--- config.mk ---
export PLATFORM = sky130hd
export DESIGN_NAME = beam_break_lap_timer
export DESIGN_NICKNAME = d
export VERILOG_FILES = /design/src/hw/rtl/bbl_pkg.sv /design/src/hw/rtl/beam_break_lap_timer.sv
export SDC_FILE = /design/constraint.sdc
export NUM_CORES = 2
export LEC_CHECK = 0
export BUFFER_PORTS_ARGS = -buffer_cell sky130_fd_sc_hd__buf_2
export CAP_MARGIN = 20
export CORE_ASPECT_RATIO = 0.7
export CORE_UTILIZATION = 40
export CTS_CLUSTER_DIAMETER = 200
export DETAILED_ROUTE_END_ITERATION = 12
export GPL_ROUTABILITY_DRIVEN = 0
export HOLD_SLACK_MARGIN = 0.08
export PLACE_DENSITY = 0.57
export SETUP_SLACK_MARGIN = 0.2
export SLEW_MARGIN = 10
export SYNTH_ARGS = -nofsm -noshare
export SYNTH_HDL_FRONTEND = slang
export SYNTH_SLANG_ARGS = --single-unit
--- constraint.sdc ---
create_clock -name clk_i -period 13.1 [get_ports clk_i]
set_clock_uncertainty 0.15 [all_clocks]
set_input_delay 1.31 -clock clk_i [delete_from_list [all_inputs] [get_ports clk_i]]
set_output_delay 1.31 -clock clk_i [all_outputs]
set_load 0.02 [all_outputs]
--- src/hw/rtl/bbl_pkg.sv ---
// Types and constants shared by the beam-break lap timer.
package bbl_pkg;

  // Timer modes as reported in timer_state.
  typedef enum logic [1:0] {
    MODE_READY   = 2'd0,
    MODE_RUNNING = 2'd1,
    MODE_DISPLAY = 2'd2
  } mode_e;

  // Configuration port geometry and register indexes.
  localparam int unsigned CfgIdxW = 8;
  localparam logic [CfgIdxW-1:0] CFG_BREAK_THRESHOLD = 8'd0;
  localparam logic [CfgIdxW-1:0] CFG_MIN_LAP         = 8'd1;
  localparam logic [CfgIdxW-1:0] CFG_COOLDOWN        = 8'd2;
  localparam logic [CfgIdxW-1:0] CFG_RESTORE_STABLE  = 8'd3;

  // Register reset values.
  localparam logic [31:0] BreakThresholdRst = 32'd4000;
  localparam logic [31:0] MinLapRst         = 32'd5000000;
  localparam logic [31:0] CooldownRst       = 32'd5000;
  localparam logic [31:0] RestoreStableRst  = 32'd20000;

  // One poll request.
  typedef struct packed {
    logic [31:0] now_us;
    logic [31:0] now_ms;
    logic [31:0] last_pulse_us;
    logic [3:0]  history_index;
  } in_t;

  // One poll result.
  typedef struct packed {
    logic [1:0]  timer_state;
    logic        beam_broken;
    logic        in_progress;
    logic [31:0] live_time_us;
    logic        lap_finished;
    logic [31:0] lap_time_us;
    logic [4:0]  history_count;
    logic [31:0] history_lap_us;
    logic [31:0] history_stamp_ms;
  } out_t;

endpackage

--- src/hw/rtl/beam_break_lap_timer.sv ---
// Beam-break lap timer with a ring history of finished laps.
// Results are registered: a result appears in the cycle after its request is accepted.
// Throughput: one request per cycle while the output is not stalled; the history
// RAM read is registered, with write-to-read forwarding.
// Reset: timer ready, beam counted as restored, history empty, registers at
// their defaults; the history RAM itself is not cleared and needs no pass.
module beam_break_lap_timer #(
  parameter int unsigned HISTORY_DEPTH = 16
) (
  input  logic                        clk_i,
  input  logic                        rst_ni,
  input  logic                        in_valid_i,
  output logic                        in_stall_o,
  input  bbl_pkg::in_t                in_data_i,
  output logic                        out_valid_o,
  input  logic                        out_stall_i,
  output bbl_pkg::out_t               out_data_o,
  input  logic                        cfg_valid_i,
  output logic                        cfg_ready_o,
  input  logic [bbl_pkg::CfgIdxW-1:0] cfg_index_i,
  input  logic [31:0]                 cfg_data_i
);

  localparam int unsigned AddrW = (HISTORY_DEPTH > 1) ? $clog2(HISTORY_DEPTH) : 1;
  localparam int unsigned CntW  = $clog2(HISTORY_DEPTH + 1);
  localparam int unsigned SumW  = ((AddrW > 4) ? AddrW : 4) + 1;

  // Configuration registers.
  logic [31:0] break_thr_q, min_lap_q, cooldown_q, restore_stable_q;

  // Scalar timer state.
  bbl_pkg::mode_e mode_q, mode_d, mode_c;
  logic [31:0] lap_start_q, lap_start_d;
  logic [31:0] lap_end_q, lap_end_d;
  logic [31:0] disp_start_q, disp_start_d;
  logic        restored_q, restored_d;
  logic        armed_q, armed_d;
  logic [31:0] restore_start_q, restore_start_d;
  logic [AddrW-1:0] head_q, head_d;
  logic [CntW-1:0]  count_q, count_d;

  // History RAM: lap in the upper half, stamp in the lower half.
  logic [63:0] hist_mem [HISTORY_DEPTH];
  logic [63:0] rd_q;

  // Output stage.
  logic        out_valid_q;
  logic [1:0]  st_q;
  logic        broken_q, prog_q, fin_q, hit_q;
  logic [31:0] live_q, lap_q;
  logic [4:0]  hcnt_q;

  // Poll datapath.
  logic        accept, advance;
  logic        broken, stop;
  logic [31:0] lap, live;
  logic        wr_en;
  logic [AddrW-1:0] wr_addr, rd_addr;
  logic [63:0] wr_data;
  logic [CntW:0]    oldest_w;
  logic [AddrW-1:0] oldest;
  logic [SumW-1:0]  slot_sum;
  logic        hit;
  logic [31:0] cnt_ext;

  assign advance     = !out_valid_q || !out_stall_i;
  assign in_stall_o  = !advance;
  assign accept      = in_valid_i && advance;
  assign cfg_ready_o = 1'b1;

  // Configuration writes; unknown indexes are dropped.
  always_ff @(posedge clk_i or negedge rst_ni) begin
    if (!rst_ni) begin
      break_thr_q      <= bbl_pkg::BreakThresholdRst;
      min_lap_q        <= bbl_pkg::MinLapRst;
      cooldown_q       <= bbl_pkg::CooldownRst;
      restore_stable_q <= bbl_pkg::RestoreStableRst;
    end else if (cfg_valid_i) begin
      if (cfg_index_i == bbl_pkg::CFG_BREAK_THRESHOLD) break_thr_q <= cfg_data_i;
      if (cfg_index_i == bbl_pkg::CFG_MIN_LAP) min_lap_q <= cfg_data_i;
      if (cfg_index_i == bbl_pkg::CFG_COOLDOWN) cooldown_q <= cfg_data_i;
      if (cfg_index_i == bbl_pkg::CFG_RESTORE_STABLE) restore_stable_q <= cfg_data_i;
    end
  end

  // Cooldown, beam handling, lap completion and live time for one poll.
  always_comb begin
    broken          = (in_data_i.now_us - in_data_i.last_pulse_us) > break_thr_q;
    stop            = 1'b0;
    lap             = '0;
    live            = '0;
    lap_start_d     = lap_start_q;
    lap_end_d       = lap_end_q;
    disp_start_d    = disp_start_q;
    restored_d      = restored_q;
    armed_d         = armed_q;
    restore_start_d = restore_start_q;
    head_d          = head_q;
    count_d         = count_q;

    mode_c = mode_q;
    if (mode_q == bbl_pkg::MODE_DISPLAY &&
        (in_data_i.now_ms - disp_start_q) > cooldown_q) begin
      mode_c = bbl_pkg::MODE_READY;
    end
    mode_d = mode_c;

    if (broken) begin
      if (restored_q) begin
        restored_d = 1'b0;
        armed_d    = 1'b0;
        unique case (mode_c)
          bbl_pkg::MODE_READY: begin
            lap_start_d = in_data_i.now_us;
            mode_d      = bbl_pkg::MODE_RUNNING;
          end
          bbl_pkg::MODE_RUNNING: begin
            if ((in_data_i.now_us - lap_start_q) > min_lap_q) begin
              lap_end_d = in_data_i.now_us;
              stop      = 1'b1;
            end
          end
          default: begin
            // A crossing in display only consumes the restore.
          end
        endcase
      end
    end else if (!restored_q) begin
      if (!armed_q) begin
        armed_d         = 1'b1;
        restore_start_d = in_data_i.now_us;
      end
      if ((in_data_i.now_us - restore_start_d) > restore_stable_q) begin
        restored_d = 1'b1;
        armed_d    = 1'b0;
      end
    end

    // A finished lap enters the history and starts the display.
    if (stop) begin
      lap          = in_data_i.now_us - lap_start_q;
      mode_d       = bbl_pkg::MODE_DISPLAY;
      disp_start_d = in_data_i.now_ms;
      head_d       = (head_q == AddrW'(HISTORY_DEPTH - 1)) ? '0 : head_q + 1'b1;
      if (count_q < CntW'(HISTORY_DEPTH)) count_d = count_q + 1'b1;
    end

    if (mode_d == bbl_pkg::MODE_RUNNING) begin
      live = in_data_i.now_us - lap_start_d;
    end else if (mode_d == bbl_pkg::MODE_DISPLAY) begin
      live = lap_end_d - lap_start_d;
    end
  end

  // History addressing: write at the head, read relative to the oldest entry.
  always_comb begin
    wr_en   = accept && stop;
    wr_addr = head_q;
    wr_data = {lap, in_data_i.now_ms};
    if (CntW'(head_d) >= count_d) begin
      oldest_w = (CntW + 1)'(head_d) - (CntW + 1)'(count_d);
    end else begin
      oldest_w = (CntW + 1)'(head_d) + (CntW + 1)'(HISTORY_DEPTH) - (CntW + 1)'(count_d);
    end
    oldest   = oldest_w[AddrW-1:0];
    slot_sum = SumW'(oldest) + SumW'(in_data_i.history_index);
    if (slot_sum >= SumW'(HISTORY_DEPTH)) begin
      rd_addr = AddrW'(slot_sum - SumW'(HISTORY_DEPTH));
    end else begin
      rd_addr = slot_sum[AddrW-1:0];
    end
    hit     = 32'(in_data_i.history_index) < 32'(count_d);
    cnt_ext = 32'(count_d);
  end

  // History RAM write port.
  always_ff @(posedge clk_i) begin
    if (wr_en) hist_mem[wr_addr] <= wr_data;
  end

  // History RAM read port, forwarding a write to the same entry.
  always_ff @(posedge clk_i) begin
    if (accept) begin
      if (wr_en && wr_addr == rd_addr) rd_q <= wr_data;
      else rd_q <= hist_mem[rd_addr];
    end
  end

  // Timer state registers.
  always_ff @(posedge clk_i or negedge rst_ni) begin
    if (!rst_ni) begin
      mode_q          <= bbl_pkg::MODE_READY;
      lap_start_q     <= '0;
      lap_end_q       <= '0;
      disp_start_q    <= '0;
      restored_q      <= 1'b1;
      armed_q         <= 1'b0;
      restore_start_q <= '0;
      head_q          <= '0;
      count_q         <= '0;
    end else if (accept) begin
      mode_q          <= mode_d;
      lap_start_q     <= lap_start_d;
      lap_end_q       <= lap_end_d;
      disp_start_q    <= disp_start_d;
      restored_q      <= restored_d;
      armed_q         <= armed_d;
      restore_start_q <= restore_start_d;
      head_q          <= head_d;
      count_q         <= count_d;
    end
  end

  // Output valid flag.
  always_ff @(posedge clk_i or negedge rst_ni) begin
    if (!rst_ni) begin
      out_valid_q <= 1'b0;
    end else if (advance) begin
      out_valid_q <= in_valid_i;
    end
  end

  // Output payload register.
  always_ff @(posedge clk_i) begin
    if (accept) begin
      st_q     <= mode_d;
      broken_q <= broken;
      prog_q   <= (mode_d != bbl_pkg::MODE_READY);
      live_q   <= live;
      fin_q    <= stop;
      lap_q    <= lap;
      hcnt_q   <= cnt_ext[4:0];
      hit_q    <= hit;
    end
  end

  assign out_valid_o                 = out_valid_q;
  assign out_data_o.timer_state      = st_q;
  assign out_data_o.beam_broken      = broken_q;
  assign out_data_o.in_progress      = prog_q;
  assign out_data_o.live_time_us     = live_q;
  assign out_data_o.lap_finished     = fin_q;
  assign out_data_o.lap_time_us      = lap_q;
  assign out_data_o.history_count    = hcnt_q;
  assign out_data_o.history_lap_us   = hit_q ? rd_q[63:32] : 32'd0;
  assign out_data_o.history_stamp_ms = hit_q ? rd_q[31:0] : 32'd0;

endmodule
==> results.yml <==
global_routing:
  met2_usage_pct: 32.9
  grt_usage_pct: 21.9
  grt_max_degree: 137
  grt_overflow: 0
  grt_pass1_vias: 40100
  grtUsageMet1_pct: 32.8
  antenna_found_initial: 10
  grt_pass1_wl_um: 276000
  use_met3_pct: 3.41
  top_usage_layer: "met2"
drt:
  routed_wl_um: 188000
  antenna_left: 0
  drtPass1Iterations: 6
  num_vias: 40300
  wire_per_inst_um: 25.7
  viasPerCell: 5.50
  drc: 0
  dr.first_iter.drc_count: 3595
cts:
  clkLatencyLatePin_ns: 0.79
  post_cts_buffers: 0
  cts_max_level: 4
  cts_buffers: 146
  clock_path_buffers: 3
  cts_tree: "built"
  hold_buffers: 0
  clock-sinks: 1433
  clkTransAtPathRegs_ns: 0.06
  clock-root-buffer: "clkbuf_16"
  postCtsResizedCells: 0
status:
  status: "finished, final reports clean"
setup_path:
  critPathMaxStageDelay_ns: 0.75
  crit_buf_inv: 2
  crit_path_max_fanout: 34
  cp.required_ns: 13.48
  critPathLaunchType: "input port"
  criticalPathCategory: "in -> reg"
  cp_slowest_cell: "or4_1"
  worstSetupEndpointType: "flop"
  arrival_ns: 11.27
  critPathTopFamily: "compound AO/OA/AOI/OAI gates"
yosys:
  ys_types: 87
  synth-edff-count: 1163
  ys_ff_latch: 1433
  syn_area_sq_um: 68300
  yosysSeqAreaShare_pct: 61.0
  synthCells: 4644
  synth_ff_type: "edfxtp_1"
  syn_area_per_cell_sq_um: 14.7
  yosys_warnings: 0
  synthArstFlopShare_pct: 18.8
  synth_fp_nets: 5124
place:
  hpwl_um: 118000
  portBuffers: 284
run:
  drv_cap: 0
power_and_ir_drop:
  p_seq_share_pct: 33.6
  ir_drop_uv: 270
  p_int_mw: 10.8
  power_frac_comb_pct: 40.3
  cellPowerDensity_nw_per_um2: 215
  leakagePower_nw: 28.6
  p_clk_share_pct: 26.1
  switching_share_pct: 34.9
  switchingPower_mw: 5.80
timing:
  slew_viol_final: 0
  worst_slew_pin_slew_ns: 1.11
  setup_tns_ns: 0
  fmax_ghz: 0.0918
  hold_viol: 0
  period_needed_ns: 10.89
  setup_viol: 0
  rsz0062_at_grt: "false"
  fin_crit_sh_pct: 83.1
  relSlewSlack_pct: 26.1
layout:
  utilization_pct: 45.8
  nets: 5454
  drive_gt1_share_pct: 20.5
  synthToLayoutAreaGrowth_pct: 13.4
floorplanning:
  fp.coreArea_sq_um: 169000
  rows: 126
  die_area_sq_um: 173000
  initial_utilization_pct: 40.4
  chipWidth_um: 496
  ioPinCount: 286
  die_h_um: 348
worst_hold_path:
  hold_class: "reg -> reg"
layer usage:
metal  share of wire [%]  wire length [um]
met5              0.0069                13
met4                 2.3              4350
met3                 5.3              9980
met2                  44             83200
met1                  48             90500
worst paths after layout:
check | startpoint | end | slack [ns] | cells after the start
max in group asynchronous | rst_ni | disp_start_q[8]$_DFFE_PN0P_ | 11.00 | 2
min | lap_end_q[27]$_DFFE_PN0P_ | lap_end_q[27]$_DFFE_PN0P_ | 0.32 | 2
min reg2reg | lap_end_q[27]$_DFFE_PN0P_ | lap_end_q[27]$_DFFE_PN0P_ | 0.32 | 2
max reg2reg | lap_start_q[6]$_DFFE_PN0P_ | live_q[30]$_DFFE_PP_ | 2.70 | 34
min in group asynchronous | rst_ni | lap_end_q[17]$_DFFE_PN0P_ | 0.41 | 1
max | in_data_i[69] | live_q[30]$_DFFE_PP_ | 2.21 | 33
synthesized netlist by cell type (113+ instances only):
| library cell | n | area [sq um] |
|---|---|---|
| a21oi_1 | 192 | 961 |
| o21ai_0 | 234 | 1170 |
| xnor2_1 | 116 | 1020 |
| clkbuf_1 | 125 | 469 |
| mux4_2 | 256 | 5770 |
| nand2_1 | 307 | 1150 |
| mux2i_1 | 256 | 2560 |
| ha_1 | 328 | 4100 |
| nor2_1 | 113 | 424 |
| inv_1 | 291 | 1090 |
| and2_1 | 113 | 707 |
| edfxtp_1 | 1163 | 34900 |
| mux2_2 | 134 | 1510 |
| dfrtp_1 | 245 | 6130 |
flip-flops by register name, summed over array words and instances (netlist names), 32 cells and up:
name              cells
hist_mem           1024
rd_q                 64
break_thr_q          32
cooldown_q           32
disp_start_q         32
lap_end_q            32
lap_q                32
lap_start_q          32
live_q               32
min_lap_q            32
restore_stable_q     32
restore_start_q      32
through the flow:
step | cells | setup WS (ns) | hold WS [ns] | power (mW) | instance area, sq um
finish | 7332 | 2.21 | 0.321 | 16.6 | 77500
global route | 7331 | 1.81 | 0.346 | 17.5 | 77500
CTS | 7331 | 2.54 | 0.327 | 16.7 | 77500
detailed placement | 7066 | 1.71 | 0.310 | 12.4 | 72600
global placement | 7065 | 1.82 | 0.303 | 12.3 | 72600
floorplan | 4644 | 3.80 | 0.290 | 10.5 | 68300
area by class of cell:
type	count	area (sq um)
inverters	294	1110
repair buffers	348	2000
clock inverters	70	812
flip-flops and latches	1433	41700
clock buffers	195	4090
diodes	1	2.50
fillers	14800	91700
well taps	2240	2800
multi-input cells	2751	25000
power by group through the flow:
stage          registers, mW  logic (mW)  clock network, mW
2_1_floorplan           5.66        4.87                  0
3_3_place_gp            5.68        6.63                  0
3_5_place_dp            5.68        6.69                  0
4_1_cts                 5.59        6.73               4.41
5_1_grt                 5.62        7.33               4.57
6_report                5.59        6.71               4.33
cells in the final DEF, fill, tap and decap left out, drive strengths merged, types with 8 or more instances in the layout:
master / n
edfxtp: 1163
buf: 348
ha: 328
nand2: 307
inv: 302
mux2i: 256
mux4: 256
dfrtp: 245
o21ai: 234
clkbuf: 195
a21oi: 192
mux2: 191
xnor2: 117
nor2: 113
and2: 113
a21o: 86
xor2: 64
nand3: 45
o21a: 45
clkinv: 43
nand4: 36
nor2b: 34
nor3: 34
nand2b: 28
o22ai: 26
dfstp: 25
and3: 22
o21bai: 21
a211oi: 16
or3: 16
bufinv: 15
a31oi: 15
o211ai: 12
o31ai: 11
a2111oi: 8
nor4: 8
worst register-to-register path, delay by kind of cell, from the launching register on:
| family | cells | cell delay (ns) |
|---|---|---|
| xor+xnor | 2 | 0.53 |
| fa+ha+maj | 3 | 0.98 |
| mux | 1 | 0.43 |
| flops | 1 | 0.38 |
| buf+inv | 3 | 0.74 |
| compound gates | 20 | 5.53 |
| simple gates | 5 | 1.42 |
cell families after synthesis:
logic type               share of synthesized area (%)
buffers and inverters                             2.64
adder cells (fa/ha/maj)                           6.21
XOR/XNOR                                          2.41
other                                          0.00549
multiplexers                                      15.4
flip-flops                                        61.0
AND/OR/NAND/NOR                                   5.60
AO/OA/AOI/OAI                                     6.72
(Power assumes the default switching activity.)
